`src/hdl/amr_fg_pkg.sv`:
```
// Package for the fine-grid remap block: field widths, codes and the
// control structs passed between the sequencer, the accumulator and the top.
// No dependencies.
package amr_fg_pkg;

    localparam int LEVEL_W    = 4;   // cell_level and max_level
    localparam int COORD_W    = 8;   // col and row
    localparam int BASE_W     = 9;   // base_cols and base_rows
    localparam int IN_VALUE_W = 32;  // cell_value on the stream
    localparam int MEAN_W     = 32;  // mean_value on the stream
    localparam int SHIFT_W    = 5;   // 2*(max_level - cell_level)
    // Position width for bounds math: 8-bit coordinate shifted by up to 15, plus one side.
    localparam int POS_W      = 25;

    localparam int CFG_W      = 9;
    localparam int CFG_IDX_W  = 2;

    localparam logic [CFG_IDX_W-1:0] CFG_MAX_LEVEL = 2'd0;
    localparam logic [CFG_IDX_W-1:0] CFG_BASE_COLS = 2'd1;
    localparam logic [CFG_IDX_W-1:0] CFG_BASE_ROWS = 2'd2;

    localparam logic MODE_LOAD  = 1'b0;
    localparam logic MODE_QUERY = 1'b1;

    typedef struct packed {
        logic clear;  // zero the sum at the start of a query
        logic add;    // memory read data is valid this cycle
    } acc_ctrl_t;

    typedef struct packed {
        logic valid;  // result ready to load into the output register
        logic error;  // level or block out of range
        logic query;  // item was a query
    } done_t;

endpackage

```
`src/hdl/amr_fg_accum.sv`:
```
// Accumulator: adds one fine-cell value per cycle into a wide sum
// and forms the floor mean by an arithmetic shift. Depends on amr_fg_pkg.
module amr_fg_accum #(
    parameter int FINE_SIDE_BITS = 8,
    parameter int VALUE_BITS     = 32
) (
    input  logic                              aclk,
    input  amr_fg_pkg::acc_ctrl_t             ctrl,
    input  logic [VALUE_BITS-1:0]             rd_data,
    input  logic [amr_fg_pkg::SHIFT_W-1:0]    shift_amt,
    output logic signed [amr_fg_pkg::MEAN_W-1:0] mean
);

    // Exact sum width, capped at 64 where the sum wraps.
    localparam int SUM_W = (VALUE_BITS + 2 * FINE_SIDE_BITS > 64) ?
                           64 : VALUE_BITS + 2 * FINE_SIDE_BITS;

    logic signed [SUM_W-1:0] sum_reg;
    logic signed [SUM_W-1:0] sum_next;
    logic signed [SUM_W-1:0] shifted;

    always_comb begin
        sum_next = sum_reg;
        if (ctrl.clear) begin
            sum_next = '0;
        end else if (ctrl.add) begin
            sum_next = sum_reg + SUM_W'(signed'(rd_data));
        end
    end

    always_ff @(posedge aclk) begin
        sum_reg <= sum_next;
    end

    assign shifted = sum_reg >>> shift_amt;
    assign mean    = amr_fg_pkg::MEAN_W'(shifted);

endmodule

```
`config.mk`:
```
export PLATFORM = sky130hd
export DESIGN_NAME = amr_fg_accum
export DESIGN_NICKNAME = d
export VERILOG_FILES = /design/src/hdl/amr_fg_pkg.sv /design/src/hdl/amr_fg_accum.sv
export SDC_FILE = /design/constraint.sdc
export NUM_CORES = 1
export LEC_CHECK = 0
export BUFFER_PORTS_ARGS = -buffer_cell sky130_fd_sc_hd__buf_2
export CORE_UTILIZATION = 55
export DETAILED_ROUTE_END_ITERATION = 8
export PLACE_DENSITY = 0.75
export SETUP_SLACK_MARGIN = 0.1
export SYNTH_ARGS = -nofsm -noshare
export SYNTH_HDL_FRONTEND = slang
export SYNTH_SLANG_ARGS = --single-unit
```
`constraint.sdc`:
```
create_clock -name aclk -period 2.8 [get_ports aclk]
set_clock_uncertainty 0.1 [all_clocks]
set_input_delay 0 -clock aclk [delete_from_list [all_inputs] [get_ports aclk]]
set_output_delay 0 -clock aclk [all_outputs]
set_load 0.01 [all_outputs]
```
---- After elaboration in Yosys (flattened, before gate mapping) ----
Cells that the tools add are included.
word-level totals
  input port bits ......................... 40
  register bits after elaboration ......... 48
  word-level logic and storage cells ...... 3
operators by class
  shift-type cells ........................ 1
  add/subtract/negate cells ............... 1
operators with widths
  operator                                        number
  48-bit by 32-bit adder with 48-bit output       1
  48-bit by 5-bit >>> shifter with 32-bit output  1

---- Depth between registers and ports, before layout ----
Gate-level depths: netlist (run 1).
  word-level depth ........................ 1
  depth in mapped cells ................... 12
  depth with buffers taken out ............ 11

---- Worst setup path after synthesis (run 1) ----
OpenSTA, ideal clock, no wires.
  path kind ............................... reg2reg
  start point ............................. register sum_reg[0]
  end point ............................... register sum_reg[36]
  period minus slack after synthesis ...... 2.635 ns
  stages on the path, launching flop included .. 12
  data required time ...................... 2.573 ns
  setup slack ............................. 0.165 ns
  arrival time ............................ 2.408 ns
  cell sequence ........................... dfxtp_1 > ha_1 > fa_1 > a21o_1 > nand4_1 > a21o_1 > and3_4 > o31ai_4 > a21oi_2 > o21ai_1 > and4bb_1 > or3_1
on the way
  longest elaborated chain between the ends .. 1
ends and longest elaborated chain
  what                                       line                text
  from (decl)                                amr_fg_accum.sv:18  logic signed [SUM_W-1:0] sum_reg;
  from (signal assigned)                     amr_fg_accum.sv:32  sum_reg <= sum_next;
  48-bit by 32-bit adder with 48-bit output  amr_fg_accum.sv:27  sum_next = sum_reg + SUM_W'(signed'(rd_data));
Every way passes these cells.
A chain may end at the register's enable or synchronous reset.

---- Final worst setup path (run 1) ----
  start point ............................. register sum_reg[1]
  end point ............................... register sum_reg[25]
Same word-level chain as after synthesis.

==> results of run 1 <==
==> per-layer routing <==
metal  global-route usage  vias up
li1                     -     3467
met5                    0        -
met4               0.0579        0
met2                0.469      229
met1                0.426     3324
met3               0.0372       20
==> cell usage after synthesis (all sizes together) (3+ instances only) <==
master and number:
mux2 6, and2 3, o21bai 12, dfxtp 48, xnor2 19, nand3 16
a211oi 15, o311ai 3, o211ai 12, nand2b 13, and3 8, nor4b 3
mux2i 69, o31ai 5, nand4 9, a21o 29, o22ai 7, clkbuf 44
ha 47, a31oi 20, nor2 83, inv 18, mux4 30, nor2b 7
a21oi 78, o221ai 3, nor3 7, o21a 4, buf 18, or3 3
xor2 17, nand2 146, nor3b 3, o21ai 66
==> area by class of cell <==
cell class              count  area [um^2]  area share
repair buffers            137          866       0.108
inverters                  20         75.1     0.00934
clock inverters             1         5.00    0.000623
well taps                 168          210      0.0261
clock buffers               6          129      0.0160
flip-flops and latches     48          972       0.121
multi-input cells         768         5780       0.719
==> cell families (layout without fill, tap and decap cells) <==
family                   after synthesis  in the layout
XOR/XNOR                              36             36
AO/OA/AOI/OAI                        270            270
AND/OR/NAND/NOR                      309            309
flip-flops                            48             48
buffers and inverters                 83            164
multiplexers                         105            105
adder cells (fa/ha/maj)               48             48
==> tightest hold or removal path: cells and delay by family <==
kind | cells | cell delay (ps)
adders and majority gates | 1 | 120
muxes | 1 | 70
and+or+nand+nor | 1 | 100
buffers and inverters | 1 | 100
==> power groups by stage <==
stage / Combinational, mW / Sequential, mW / Clock, mW
2_1_floorplan: 1.89 / 0.929 / 0
3_3_place_gp: 2.52 / 0.944 / 0
3_5_place_dp: 2.56 / 0.951 / 0
4_1_cts: 2.63 / 0.942 / 0.625
5_1_grt: 3.04 / 0.968 / 0.646
6_report: 2.80 / 0.950 / 0.616
==> path summary, 6_finish.rpt <==
check | start | end | slack [ps]
setup reg to reg | sum_reg[1] | sum_reg[25] | 60
hold / removal | rd_data[0] | sum_reg[0] | 20
setup / recovery | sum_reg[1] | sum_reg[25] | 60
hold reg to reg | sum_reg[14] | sum_reg[14] | 440
==> repair_timing <==
action	in CTS	in global routing
hold buffers	1	0
gates resized for setup	19	43
setup endpoints to repair	10	22
pin swaps	13	18
setup buffers	3	7
endpoints found under the hold margin	5	0
==> flow_summary.toml, run 1 <==
[power_and_ir_drop]
seqPwrFrac = 0.218
power_mw = 4.36
vdd_drop_max_uv = 403
p_clk_frac = 0.141
p_sw_frac = 0.448
p_comb_frac = 0.641
p_sw_mw = 1.95
p_leak_nw = 3.64
internal_power_mw = 2.41
power_density_nw_per_um2 = 543

[worst_setup_path]
critPathBufInv = 0
cp_top_family = "compound AO/OA/AOI/OAI gates"
r2r_cells = 10
crit_cells = 10
cp-end-kind = "flop"
cp_max_fo = 5
crit_type = "flop to flop"
crit_chain = "ha_4 > a211oi_4 > o21ai_4 > nand4_4 > a2111oi_4 > nor3_2 > o21bai_2 > a21oi_2 > or4b_1 > o311ai_2"
start_kind = "flop"
critPathArrivalTime_ps = 2850
cp.required_ps = 2910
critPathMaxStageDelay_ps = 520
cp_slowest_cell = "or4b_1"

[die]
rows = 40
core_um2 = 12100
start_util = 0.568
ios = 72
die-area_um2 = 12900
die_h_um = 114
die_w_um = 114

[timing]
min_period_over_period = 0.980
period_needed_ps = 2740
finalMaxSlewViolations = 0
rsz0062_at_grt = "yes"
fin_ws_ps = 55.6
hold_slack_ps = 24.5
hold_viol_final = 0
maxSlewHeadroom = 0.410
tightest_slew_ps = 884
setup_tns_ps = 0
setup_viol = 0
fmax_mhz = 364

[synthesis]
synth.avg_cell_area_um2 = 7.62
syn_area_um2 = 6850
netlist_instances = 899
synth_edf_count = 0
ys_seq_elements = 48
postSynth.asyncResetShare = 0
synth_fa_ha_area_frac = 0.0888
synthXorXnorAreaFrac = 0.0460
yosysSeqAreaShare = 0.140
ys_types = 79
syn_nets = 987
synth_top_family_by_area = "compound AO/OA/AOI/OAI gates"
synth_compound_area_frac = 0.257
yosys_warnings = 0
synthFlopType = "dfxtp_1"
yosysTopAreaCellShare = 0.140
synth_top_cell_by_area = "dfxtp_1"
synth.area.top_cells = "dfxtp_1, mux2i_1, mux4_2, ha_1, nand2_1"
muxShareOfSynthArea = 0.209
synth_simple_gate_area_frac = 0.204

[grt]
antenna_found_initial = 0
grt_overflow = 0
grt_max_degree = 57
grt_pass1_wl_um = 30600
grt_pass1_vias = 6213
grt.total_usage = 0.294

[finish]
fillers = 1074
final_common_cell = "nand2_1"
syn2layout_area_growth_pct = 17.4
num-nets-final = 1068
largest_reg_flops = 48
antenna_cells = 0
drive_gt1_frac = 0.261
finalNonFillerCells = 1148
layout_common_cells = "nand2_1, nor2_1, buf_2, mux2i_1, a21oi_1"
final_util = 0.666
final_cell_area_um2 = 8040

[clock_tree]
clk_path_buf_depth = 2
numCtsBuffers = 5
numClockSinks = 48
cts_tree = "built"
ctsHtreeMaxLevel = 2
root_buffer = "clkbuf_16"
worstSkewPairLatency_ps = 300
clk_pin_slew_ps = 70

[drt]
drc = 0
vias = 7040
first_pass_iters = 5
drt-initial-drc-count = 682
routed.top_layer = "met4"
wl_met2_um = 8650
wl_met1_um = 9340
viasPerCell = 6.13
wl_met3_um = 1070
detail-route-antenna-nets = 0
wl_per_cell_um = 16.8
wl_um = 19300

[placed_design]
dpl_cell_area_um2 = 7540
routabilityCongestion = 0.995
io_buffers = 71
place.detailed.hpwl_um = 14400
dp_cells = 1130
dp_slack_ps = -42.4

[worst_hold_path]
hold_class = "primary input to flop"
min_delay_path_depth = 4

[flow_run]
maxCapViolCount = 0

[run_status]
outcome = "finished clean"
No activity file was read; power rests on OpenSTA's default activity.
==> run 2, diff against run 1 <==
--- a/config.mk
+++ b/config.mk
@@ -6,9 +6,11 @@
 export NUM_CORES = 1
 export LEC_CHECK = 0
 export BUFFER_PORTS_ARGS = -buffer_cell sky130_fd_sc_hd__buf_2
-export CORE_UTILIZATION = 55
+export CELL_PAD_IN_SITES_DETAIL_PLACEMENT = 1
+export CELL_PAD_IN_SITES_GLOBAL_PLACEMENT = 1
+export CORE_UTILIZATION = 41
 export DETAILED_ROUTE_END_ITERATION = 8
-export PLACE_DENSITY = 0.75
+export PLACE_DENSITY = 0.76
 export SETUP_SLACK_MARGIN = 0.1
 export SYNTH_ARGS = -nofsm -noshare
 export SYNTH_HDL_FRONTEND = slang
==> run 2 against run 1 <==
Effect of this change:
- final cell count rose by 5.8%
- sequential cell count unchanged
- final area is 5.4% higher
- sequential share of layout area fell by 0.53 points
- sequential power grew 2%
- register-to-register slack is essentially flat
- highest routed layer unchanged
- setup slack worse by 3.1 ps
- power up 9.5%
- clock power up 25%
- clock-buffer cell count rose by 1
- maximum frequency fell by 0.11%
- via count increased by 4.7%
==> flow_summary.toml, run 2 (same netlist as run 1, synthesis figures left out) <==
[worst_setup_path]
crit_type = "flop to flop"
timing.reg2reg.setup_slack_ps = 50
cp_max_fo = 4
start_kind = "flop"
critPathArrivalTime_ps = 2830
rr_endpoint = "sum_reg[41]"
crit_chain = "ha_4 > a21oi_2 > o221ai_2 > a21oi_4 > a2111oi_4 > o31a_1 > a311o_1 > o31ai_2 > xor2_1 > o21ai_1"
cp.required_ps = 2880
cp-end-kind = "flop"
r2r_cells = 10
cp_slowest_cell = "a311o_1"
critPathMaxStageDelay_ps = 390
r2r_start = "sum_reg[6]"

[clock_tree]
numClockSinks = 48
numCtsBuffers = 5
worstSkewPairLatency_ps = 300
clk_pin_slew_ps = 70
root_buffer = "clkbuf_16"
ctsHtreeMaxLevel = 2
clk_path_buf_depth = 2
cts_tree = "built"

[timing]
hold_viol_final = 0
maxSlewHeadroom = 0.391
setup_viol = 0
rsz0062_at_grt = "yes"
hold_slack_ps = 78.5
tightest_slew_ps = 914
finalMaxSlewViolations = 0
period_needed_ps = 2750
min_period_over_period = 0.981
fmax_mhz = 364
setup_tns_ps = 0

[worst_hold_path]
min_delay_path_depth = 3
hold_class = "primary input to flop"
hold_start = "ctrl[1]"
holdPathEnd = "sum_reg[24]"

[drt]
wl_per_cell_um = 19.5
wl_um = 23700
first_pass_iters = 4
routed.top_layer = "met4"
drt-initial-drc-count = 371
detail-route-antenna-nets = 0
wl_met2_um = 11100
vias = 7370
drc = 0
viasPerCell = 6.07
wl_met3_um = 1080
wl_met1_um = 11100

[finish]
final_common_cell = "nand2_1"
final_util = 0.526
drive_gt1_frac = 0.288
layout_common_cells = "nand2_1, nor2_1, buf_4, buf_2, mux2i_1"
largest_reg_flops = 48
antenna_cells = 0
final_cell_area_um2 = 8470
num-nets-final = 1086
syn2layout_area_growth_pct = 23.7

[placed_design]
place.detailed.hpwl_um = 17600
routabilityCongestion = 0.865
dpl_cell_area_um2 = 7740
io_buffers = 71

[power_and_ir_drop]
vdd_drop_max_uv = 293
power_density_nw_per_um2 = 564
power_mw = 4.78
p_leak_nw = 3.77

[grt]
grt.total_usage = 0.262
grt_pass1_wl_um = 36900
grt_pass1_vias = 7163
antenna_found_initial = 0
grt_max_degree = 62
grt_overflow = 0

[die]
die_h_um = 131
rows = 46
start_util = 0.425
die-area_um2 = 17200
core_um2 = 16100
ios = 72
die_w_um = 131

[flow_run]
maxCapViolCount = 0

[run_status]
outcome = "finished clean"
[run 2: changes by cell type in the layout (fill, tap and decap cells not counted), sizes merged]
cell	delta
buf	+18
clkinv	-1
bufinv	+1
clkbuf	+1
[run 2: final cells by class]
| type | count | area, um^2 |
|---|---|---|
| clock buffer | 7 | 153 |
| tap | 216 | 270 |
| multi-input combinational | 768 | 5950 |
| clock inverter | 1 | 30.0 |
| inverter | 20 | 75.1 |
| fill | 2008 | 7640 |
| sequential | 48 | 980 |
| timing repair buffer | 155 | 1010 |
[run 2: stage by stage]
stage	setup WS (ps)	instances
after global routing	-32.9	1215
after floorplan	165	899
after global placement	-5.58	1197
after detailed placement	-68.4	1197
final	52.5	1215
after CTS	66.2	1209
[run 2: power by group]
group / total, mW / switching [mW] / internal [mW]
sequential: 0.966 / 0.153 / 0.814
combinational: 3.05 / 1.67 / 1.37
clock: 0.768 / 0.297 / 0.472
total: 4.78 / 2.12 / 2.66
[run 2: what timing repair did]
| item | CTS | global route |
|---|---|---|
| pin swaps | 13 | 30 |
| hold buffers | 1 | 0 |
| buffers inserted | 3 | 6 |
| setup endpoints to repair | 15 | 24 |
| cloned | 0 | 0 |
| resized for setup | 23 | 67 |
| hold endpoints to repair | 1 | 0 |
[run 2: how the worst max path moves through the flow]
stage | from | to | cells past startpoint
2_1_floorplan | sum_reg[0] | sum_reg[36] | 11
3_3_place_gp | sum_reg[0] | sum_reg[36] | 11
3_5_place_dp | sum_reg[0] | sum_reg[36] | 11
4_1_cts | sum_reg[0] | sum_reg[40] | 11
5_1_grt | sum_reg[6] | sum_reg[41] | 10
6_report | sum_reg[6] | sum_reg[41] | 10
[run 2: routing by layer]
layer	global-route usage	vias to the layer above
met5	0	-
met4	0.0685	0
met3	0.0247	26
met2	0.428	217
met1	0.369	3630
li1	-	3497
[run 2: critical path: cells and delay by family, from the launching register on]
family                     cells  cell delay, ps
DFF                            1             370
AOI/OAI and AO/OA              8            1760
adders and majority gates      1             220
xor gates and xnor gates       1             170
