--- src/hdl/amr_fg_pkg.sv ---
// Package for the fine-grid remap block: field widths, codes and the
// control structs passed between the sequencer, the accumulator and the top.
// No dependencies.
package amr_fg_pkg;

    localparam int LEVEL_W    = 4;   // cell_level and max_level
    localparam int COORD_W    = 8;   // col and row
    localparam int BASE_W     = 9;   // base_cols and base_rows
    localparam int IN_VALUE_W = 32;  // cell_value on the stream
    localparam int MEAN_W     = 32;  // mean_value on the stream
    localparam int SHIFT_W    = 5;   // 2*(max_level - cell_level)
    // Position width for bounds math: 8-bit coordinate shifted by up to 15, plus one side.
    localparam int POS_W      = 25;

    localparam int CFG_W      = 9;
    localparam int CFG_IDX_W  = 2;

    localparam logic [CFG_IDX_W-1:0] CFG_MAX_LEVEL = 2'd0;
    localparam logic [CFG_IDX_W-1:0] CFG_BASE_COLS = 2'd1;
    localparam logic [CFG_IDX_W-1:0] CFG_BASE_ROWS = 2'd2;

    localparam logic MODE_LOAD  = 1'b0;
    localparam logic MODE_QUERY = 1'b1;

    typedef struct packed {
        logic clear;  // zero the sum at the start of a query
        logic add;    // memory read data is valid this cycle
    } acc_ctrl_t;

    typedef struct packed {
        logic valid;  // result ready to load into the output register
        logic error;  // level or block out of range
        logic query;  // item was a query
    } done_t;

endpackage

--- src/hdl/amr_fg_walker.sv ---
// Item sequencer: takes one item, checks its block against the grid, then, if in range,
// walks the covered fine cells one per cycle. Depends on amr_fg_pkg.
module amr_fg_walker #(
    parameter int FINE_SIDE_BITS = 8,
    parameter int VALUE_BITS     = 32
) (
    input  logic                                  aclk,
    input  logic                                  aresetn,
    input  logic [amr_fg_pkg::LEVEL_W-1:0]        max_level,
    input  logic [amr_fg_pkg::BASE_W-1:0]         base_cols,
    input  logic [amr_fg_pkg::BASE_W-1:0]         base_rows,
    input  logic                                  item_valid,
    output logic                                  item_ready,
    input  logic                                  item_mode,
    input  logic [amr_fg_pkg::LEVEL_W-1:0]        item_level,
    input  logic [amr_fg_pkg::COORD_W-1:0]        item_col,
    input  logic [amr_fg_pkg::COORD_W-1:0]        item_row,
    input  logic signed [amr_fg_pkg::IN_VALUE_W-1:0] item_value,
    output logic                                  mem_we,
    output logic                                  mem_re,
    output logic [2*FINE_SIDE_BITS-1:0]           mem_addr,
    output logic [VALUE_BITS-1:0]                 mem_wdata,
    output amr_fg_pkg::acc_ctrl_t                 acc_ctrl,
    output logic [amr_fg_pkg::SHIFT_W-1:0]        shift_amt,
    input  logic                                  out_free,
    output amr_fg_pkg::done_t                     done
);

    localparam int FSB   = FINE_SIDE_BITS;
    localparam int POS_W = amr_fg_pkg::POS_W;
    localparam logic [POS_W-1:0] SIDE_LIMIT = POS_W'(1) << FINE_SIDE_BITS;

    typedef enum logic [4:0] {
        ST_IDLE   = 5'b00001,
        ST_CHECK  = 5'b00010,
        ST_WALK   = 5'b00100,
        ST_DRAIN  = 5'b01000,
        ST_FINISH = 5'b10000
    } state_t;

    state_t state_reg, state_next;

    logic                               mode_reg;
    logic [amr_fg_pkg::LEVEL_W-1:0]     level_reg;
    logic [amr_fg_pkg::COORD_W-1:0]     col_reg;
    logic [amr_fg_pkg::COORD_W-1:0]     row_reg;
    logic [VALUE_BITS-1:0]              value_reg;
    logic                               err_reg;
    logic                               add_reg;
    logic [amr_fg_pkg::SHIFT_W-1:0]     shift_reg;
    logic [FSB-1:0]                     x_reg, x0_reg, xlast_reg;
    logic [FSB-1:0]                     y_reg, ylast_reg;

    // Bounds check on the captured item.
    logic                               level_bad;
    logic [amr_fg_pkg::LEVEL_W-1:0]     k;
    logic [POS_W-1:0]                   side, x_base, y_base, x_end, y_end, gw, gh;
    logic [POS_W-1:0]                   x_last, y_last;
    logic                               chk_err;
    logic                               walk_end;

    always_comb begin
        level_bad = level_reg > max_level;
        k         = max_level - level_reg;
        side      = POS_W'(1) << k;
        x_base    = POS_W'(col_reg) << k;
        y_base    = POS_W'(row_reg) << k;
        x_end     = x_base + side;
        y_end     = y_base + side;
        x_last    = x_end - POS_W'(1);
        y_last    = y_end - POS_W'(1);
        gw        = POS_W'(base_cols) << max_level;
        gh        = POS_W'(base_rows) << max_level;
        chk_err   = level_bad || (x_end > gw) || (y_end > gh) ||
                    (x_end > SIDE_LIMIT) || (y_end > SIDE_LIMIT);
    end

    assign walk_end = (x_reg == xlast_reg) && (y_reg == ylast_reg);

    always_comb begin
        state_next = state_reg;
        unique case (state_reg)
            ST_IDLE: begin
                if (item_valid) begin
                    state_next = ST_CHECK;
                end
            end
            ST_CHECK: begin
                state_next = chk_err ? ST_FINISH : ST_WALK;
            end
            ST_WALK: begin
                if (walk_end) begin
                    state_next = (mode_reg == amr_fg_pkg::MODE_QUERY) ? ST_DRAIN : ST_FINISH;
                end
            end
            ST_DRAIN: begin
                state_next = ST_FINISH;
            end
            ST_FINISH: begin
                if (out_free) begin
                    state_next = ST_IDLE;
                end
            end
            default: begin
                state_next = ST_IDLE;
            end
        endcase
    end

    always_ff @(posedge aclk) begin
        if (!aresetn) begin
            state_reg <= ST_IDLE;
            add_reg   <= 1'b0;
        end else begin
            state_reg <= state_next;
            add_reg   <= mem_re;
        end
    end

    always_ff @(posedge aclk) begin
        unique case (state_reg)
            ST_IDLE: begin
                mode_reg  <= item_mode;
                level_reg <= item_level;
                col_reg   <= item_col;
                row_reg   <= item_row;
                value_reg <= VALUE_BITS'(item_value);
            end
            ST_CHECK: begin
                err_reg   <= chk_err;
                shift_reg <= {k, 1'b0};
                x_reg     <= x_base[FSB-1:0];
                x0_reg    <= x_base[FSB-1:0];
                xlast_reg <= x_last[FSB-1:0];
                y_reg     <= y_base[FSB-1:0];
                ylast_reg <= y_last[FSB-1:0];
            end
            ST_WALK: begin
                // advance along the row, wrap to the next row at its far edge
                if (x_reg == xlast_reg) begin
                    x_reg <= x0_reg;
                    y_reg <= y_reg + FSB'(1);
                end else begin
                    x_reg <= x_reg + FSB'(1);
                end
            end
            default: begin
            end
        endcase
    end

    assign item_ready     = (state_reg == ST_IDLE);
    assign mem_we         = (state_reg == ST_WALK) && (mode_reg == amr_fg_pkg::MODE_LOAD);
    assign mem_re         = (state_reg == ST_WALK) && (mode_reg == amr_fg_pkg::MODE_QUERY);
    assign mem_addr       = {y_reg, x_reg};
    assign mem_wdata      = value_reg;
    assign acc_ctrl.clear = (state_reg == ST_CHECK);
    assign acc_ctrl.add   = add_reg;
    assign shift_amt      = shift_reg;
    assign done.valid     = (state_reg == ST_FINISH) && out_free;
    assign done.error     = err_reg;
    assign done.query     = (mode_reg == amr_fg_pkg::MODE_QUERY);

endmodule

--- config.mk ---
export PLATFORM = sky130hd
export DESIGN_NAME = amr_fg_walker
export DESIGN_NICKNAME = d
export VERILOG_FILES = /design/src/hdl/amr_fg_pkg.sv /design/src/hdl/amr_fg_walker.sv
export SDC_FILE = /design/constraint.sdc
export NUM_CORES = 1
export LEC_CHECK = 0
export BUFFER_PORTS_ARGS = -buffer_cell sky130_fd_sc_hd__buf_2
export CAP_MARGIN = 5
export CORE_ASPECT_RATIO = 1.4
export CORE_MARGIN = 4
export CORE_UTILIZATION = 45
export CTS_BUF_LIST = sky130_fd_sc_hd__clkbuf_8 sky130_fd_sc_hd__clkbuf_16
export CTS_CLUSTER_SIZE = 12
export DETAILED_ROUTE_END_ITERATION = 16
export PLACE_DENSITY = 0.65
export SYNTH_ARGS = -nofsm -noshare
export SYNTH_HDL_FRONTEND = slang
export SYNTH_SLANG_ARGS = --single-unit
--- constraint.sdc ---
create_clock -name aclk -period 9.9 [get_ports aclk]
set_clock_uncertainty 0.1 [all_clocks]
set_input_delay 0.99 -clock aclk [delete_from_list [all_inputs] [get_ports aclk]]
set_output_delay 0.99 -clock aclk [all_outputs]
set_load 0.01 [all_outputs]
* Word level (Yosys, flattened, before mapping)
Index checks and enable logic that the tools add are counted.
Word-level totals: register bits 104, bits of input ports 79, word-level logic and storage cells 64
Cells by class: add/subtract/negate cells 7, magnitude comparators 5, equality and inequality tests 11, shifts and indexed selects 5, multiplexer cells 10, bitwise gates (word level) 1, reductions and logical operators 11
Operators with widths (count):
- 25-bit adder | 2
- 25-bit > comparator | 2
- 25-bit by 9-bit > comparator with 1-bit output, second input constant | 2
- 8-bit by 4-bit left shift with 25-bit output | 2
- 9-bit by 4-bit left shift with 25-bit output | 2
- 8-bit one-hot mux with 2 select lines | 2
- 5-bit 2-to-1 mux | 5
- 5-bit one-hot mux with 5 select lines | 1
- 1-bit by 4-bit left shift with 25-bit output, first input constant | 1
- 8-bit by 1-bit adder with 8-bit output, second input constant | 2
- 8-bit equality test | 2
- 8-bit 2-to-1 mux | 2
- 8-bit by 1-bit subtractor with 8-bit output, second input constant | 2
- 2-bit inequality test, second input constant | 4
- 5-bit by 1-bit equality test with 1-bit output, second input constant | 1
- 5-bit by 2-bit equality test with 1-bit output, second input constant | 1
- 5-bit by 3-bit equality test with 1-bit output, second input constant | 1
- 5-bit by 4-bit equality test with 1-bit output, second input constant | 1
- 5-bit equality test, second input constant | 1
- 4-bit > comparator | 1
- 1-bit logical AND | 4
- 1-bit logical OR | 4
- 4-bit subtractor | 1
- 3-bit AND reduction | 1
- 3 further kinds | 3

* Depth between registers and ports, before layout
word-level depth 10, depth in mapped cells 36, gate-level depth less buffers 30

* Worst setup path before layout
OpenSTA, ideal clock, no wires.
kind input -> register, start point in max_level[0] (netlist name), end point reg state_reg[4], setup time 0.128 ns, data arrival time 8.579 ns, required time 9.672 ns, slack 1.093 ns, stages 33, buffers on the path 8, cell sequence clkbuf_1 > buf_1 > clkbuf_1 > inv_1 > ha_1 > fa_1 > buf_2 > buf_2 > buf_2 > buf_2 > buf_1 > nand3_1 > inv_1 > ha_1 > a21o_1 > a21oi_1 > o31a_1 > or4b_1 > a31oi_1 > a21oi_1 > o41ai_1 > xor2_1 > ha_1 > a21o_1 > a21o_1 > a2111oi_0 > o22ai_1 > a21o_1 > or4b_1 > nor4_1 > nand4_1 > a2111oi_4 > o22ai_1
On the way: word-level cells in the longest chain between the ends 10, elaborated cells on any way between the ends 19, classes of those cells add/sub (3); order compare (5); shift (5); mux (2); reduce/logical (4)
Ends and longest elaborated chain:
- from (decl) | line amr_fg_walker.sv:9 | input logic [amr_fg_pkg::LEVEL_W-1:0] max_level,
- 4-bit subtractor | line amr_fg_walker.sv:64 | k = max_level - level_reg;
- 8-bit by 4-bit left shift with 25-bit output or 1-bit by 4-bit left shift with 25-bit output (tied branches) | line amr_fg_walker.sv:66, amr_fg_walker.sv:65
- 25-bit adder | line amr_fg_walker.sv:68 | x_end = x_base + side;
- 25-bit > comparator | line amr_fg_walker.sv:74 | chk_err = level_bad || (x_end > gw) || (y_end > gh) ||
- 1-bit logical OR (3 in a row) | line amr_fg_walker.sv:74
- 1-bit logical OR * | line amr_fg_walker.sv:75 | (x_end > SIDE_LIMIT) || (y_end > SIDE_LIMIT);
- 5-bit 2-to-1 mux * | line amr_fg_walker.sv:89 | state_next = chk_err ? ST_FINISH : ST_WALK;
- 5-bit one-hot mux with 5 select lines * | line amr_fg_walker.sv:82 | unique case (state_reg)
- to (signal assigned) | line amr_fg_walker.sv:115 | state_reg <= state_next;
- to (decl) | line amr_fg_walker.sv:41 | state_t state_reg, state_next;
Mark *: on every way between the ends. The rest lies on a longest branch, timed or not. A chain may end at the register's enable or synchronous reset.

* Worst setup path after layout
start point in max_level[1] (netlist name), end point reg state_reg[4]
The elaborated chain is that of the path after synthesis.

==> results_dict.tcl <==
set metrics [dict create \
    ctsResizeCount 0 \
    rows 63 \
    vias 9018 \
    critPathCaptureType "flip-flop" \
    max_freq_mhz 113 \
    yosysSeqAreaShare 0.310 \
    worst-path-stages 26 \
    r2r_slack_ns 1.70 \
    yosysWarnings 0 \
    startpoint_type "input port" \
    hold_buffers 0 \
    grt_pass1_wl_um 48700 \
    min-delay-path-class "reg2reg" \
    synthArstFlopShare 0 \
    clkLatencyLatePin_ns 0.37 \
    boundaryPins 140 \
    numClockSinks 104 \
    min_to "x_reg[7]" \
    synth_flop_cell "edfxtp_1" \
    hold_viol_final 0 \
    grt_max_degree 55 \
    layout_common_cells "buf_2 (138), nand2_1 (118), nor2_1 (101)" \
    slew_headroom 0.308 \
    drc_errors 0 \
    synth-seq-cells 104 \
    timing.final.crit_share 0.895 \
    cts_root_buffer "clkbuf_16" \
    core_area_mm2 0.0214 \
    grt_usage 0.253 \
    p_per_area_mw_per_mm2 376 \
    r2r_start "level_reg[0]" \
    layout_commonest_cell "buf_2" \
    hold_start "x0_reg[7]" \
    crit_slowest_cell "fa_1" \
    status "finished, final reports clean" \
    yosys.area.top_type "edfxtp_1" \
    post_cts_buffers 0 \
    ant_nets 0 \
    cts_buffers 9 \
    overflow 0 \
    path_class "in2reg" \
    setup_tns_ns 0 \
    max-clock-path-buffers 2 \
    rsz0062_at_grt "false" \
    critPathMaxStageDelay_ns 1.27 \
    fin_nets 1392 \
    setup_viol 0 \
    whs_path_depth 2 \
    syn-num-nets 1275 \
    crit_arrival_ns 9.00 \
    cts_tree "yes" \
    area_growth_pct 12.6 \
    synth_top_area_frac 0.298 \
    dp_cells 1508 \
    finalCriticalPeriod_ns 8.86 \
    synth_cells 1111 \
    start_util 0.462 \
    antenna_found_initial 1 \
    dp_hpwl_um 25500 \
    final_cells 1527 \
    drv_cap 0 \
    avgSynthCellArea_um2 8.89 \
    wl_per_cell_um 20.5 \
    timing.rr.end "state_reg[4]" \
    dieHeight_um 183 \
    synth-edff-count 98 \
    cpLargestDelayFamily "compound AO/OA/AOI/OAI gates" \
    clkTransAtPathRegs_ns 0.08 \
    wirelength_um 31300 \
    htree_levels 3 \
    critPathRequiredTime_ns 10.05 \
    p_leak_uw 0.00467 \
    post_synth_instance_area_mm2 0.00987 \
    die-area_mm2 0.0244 \
    dr.pass1.iters 5 \
    cp_max_fo 26 \
    drtIter0Drc 678 \
    portBuffers 138 \
    die-width_um 133 \
    vdd_drop_max_mv 0.166 \
    synthTopCellsByArea "edfxtp_1 (30%), ha_1 (10%), nand2_1 (4.5%), mux2i_1 (4.1%), nor2_1 (3.9%)" \
    yosysUniqueCellTypes 94 \
    maxSlewViolCount 0 \
    largest_reg_flops 32 \
    grt_pass1_vias 8942 \
    worst_pin_slew_ns 1.04 \
    gp_congestion 1.02 \
    routed_via_density 5.91 \
    path_buf_inv 2 \
    r2r_cells 25 \
    drive_gt1_frac 0.182 \
]
==> how the worst max path moves through the flow <==
| stage | start | to | slack, ns |
|---|---|---|---|
| final | max_level[1] | state_reg[4] | 1.04 |
| after global routing | max_level[1] | state_reg[4] | 0.55 |
| after CTS | max_level[1] | state_reg[4] | 1.17 |
| after detailed placement | max_level[1] | state_reg[4] | 0.83 |
| after global placement | max_level[1] | state_reg[4] | 0.96 |
| after floorplan | max_level[0] | state_reg[4] | 1.09 |
==> power by group <==
group	switching (uW)	internal [uW]	total, uW
sequential	66.7	687	754
clock	189	180	370
combinational	1950	1100	3050
==> through the flow <==
stage	utilization	total power [uW]	instance area (um^2)	worst slack, ns	hold WS, ns
floorplan	-	2910	9870	1.09	0.449
global placement	0.505	3740	10800	0.959	0.488
detailed placement	0.505	3760	10800	0.831	0.516
CTS	0.520	4140	11100	1.17	0.531
global route	0.520	4490	11100	0.546	0.549
finish	0.520	4180	11100	1.04	0.526
==> synthesized netlist by cell type (all sizes together), types with 11 or more instances <==
library cell	number
and3	16
a31oi	13
nor4	13
or3	12
buf	22
mux2i	41
nor2b	14
a21oi	69
inv	47
edfxtp	98
xnor2	39
o21ai	64
xor2	32
nor2	103
nand4	16
clkbuf	25
nor3	40
mux2	16
and2	13
ha	82
o21a	11
nand3	44
nand2	118
a21o	21
==> tightest hold or removal path, cell delays in order, from the launching register on <==
cell and delay [ns]:
edfxtp_1 0.33, mux2i_1 0.06, o21ai_0 0.13
==> area by class of cell <==
| class | instances | area, um^2 |
|---|---|---|
| clock buffers | 9 | 225 |
| inverters | 47 | 176 |
| well taps | 292 | 365 |
| repair buffers | 153 | 803 |
| clock inverters | 7 | 90.1 |
| fillers | 2077 | 10200 |
| diodes | 2 | 5.00 |
| multi-input cells | 913 | 6390 |
| flip-flops and latches | 104 | 3060 |
==> per-layer routing <==
layer	GRT usage	routed length, um	up-vias
met5	0	0	-
met4	0.191	2610	0
met3	0.0324	1550	120
met2	0.436	15300	323
met1	0.284	11800	4197
li1	-	-	4378
==> cells by family after synthesis <==
kind of cell / synth area share
xor gates and xnor gates: 0.0637
other: 0.000380
buffers and inverters: 0.0447
muxes: 0.0701
adders and majority gates: 0.110
AOI/OAI and AO/OA: 0.187
DFF: 0.310
and+or+nand+nor: 0.214
No activity file was read; power rests on OpenSTA's default activity.
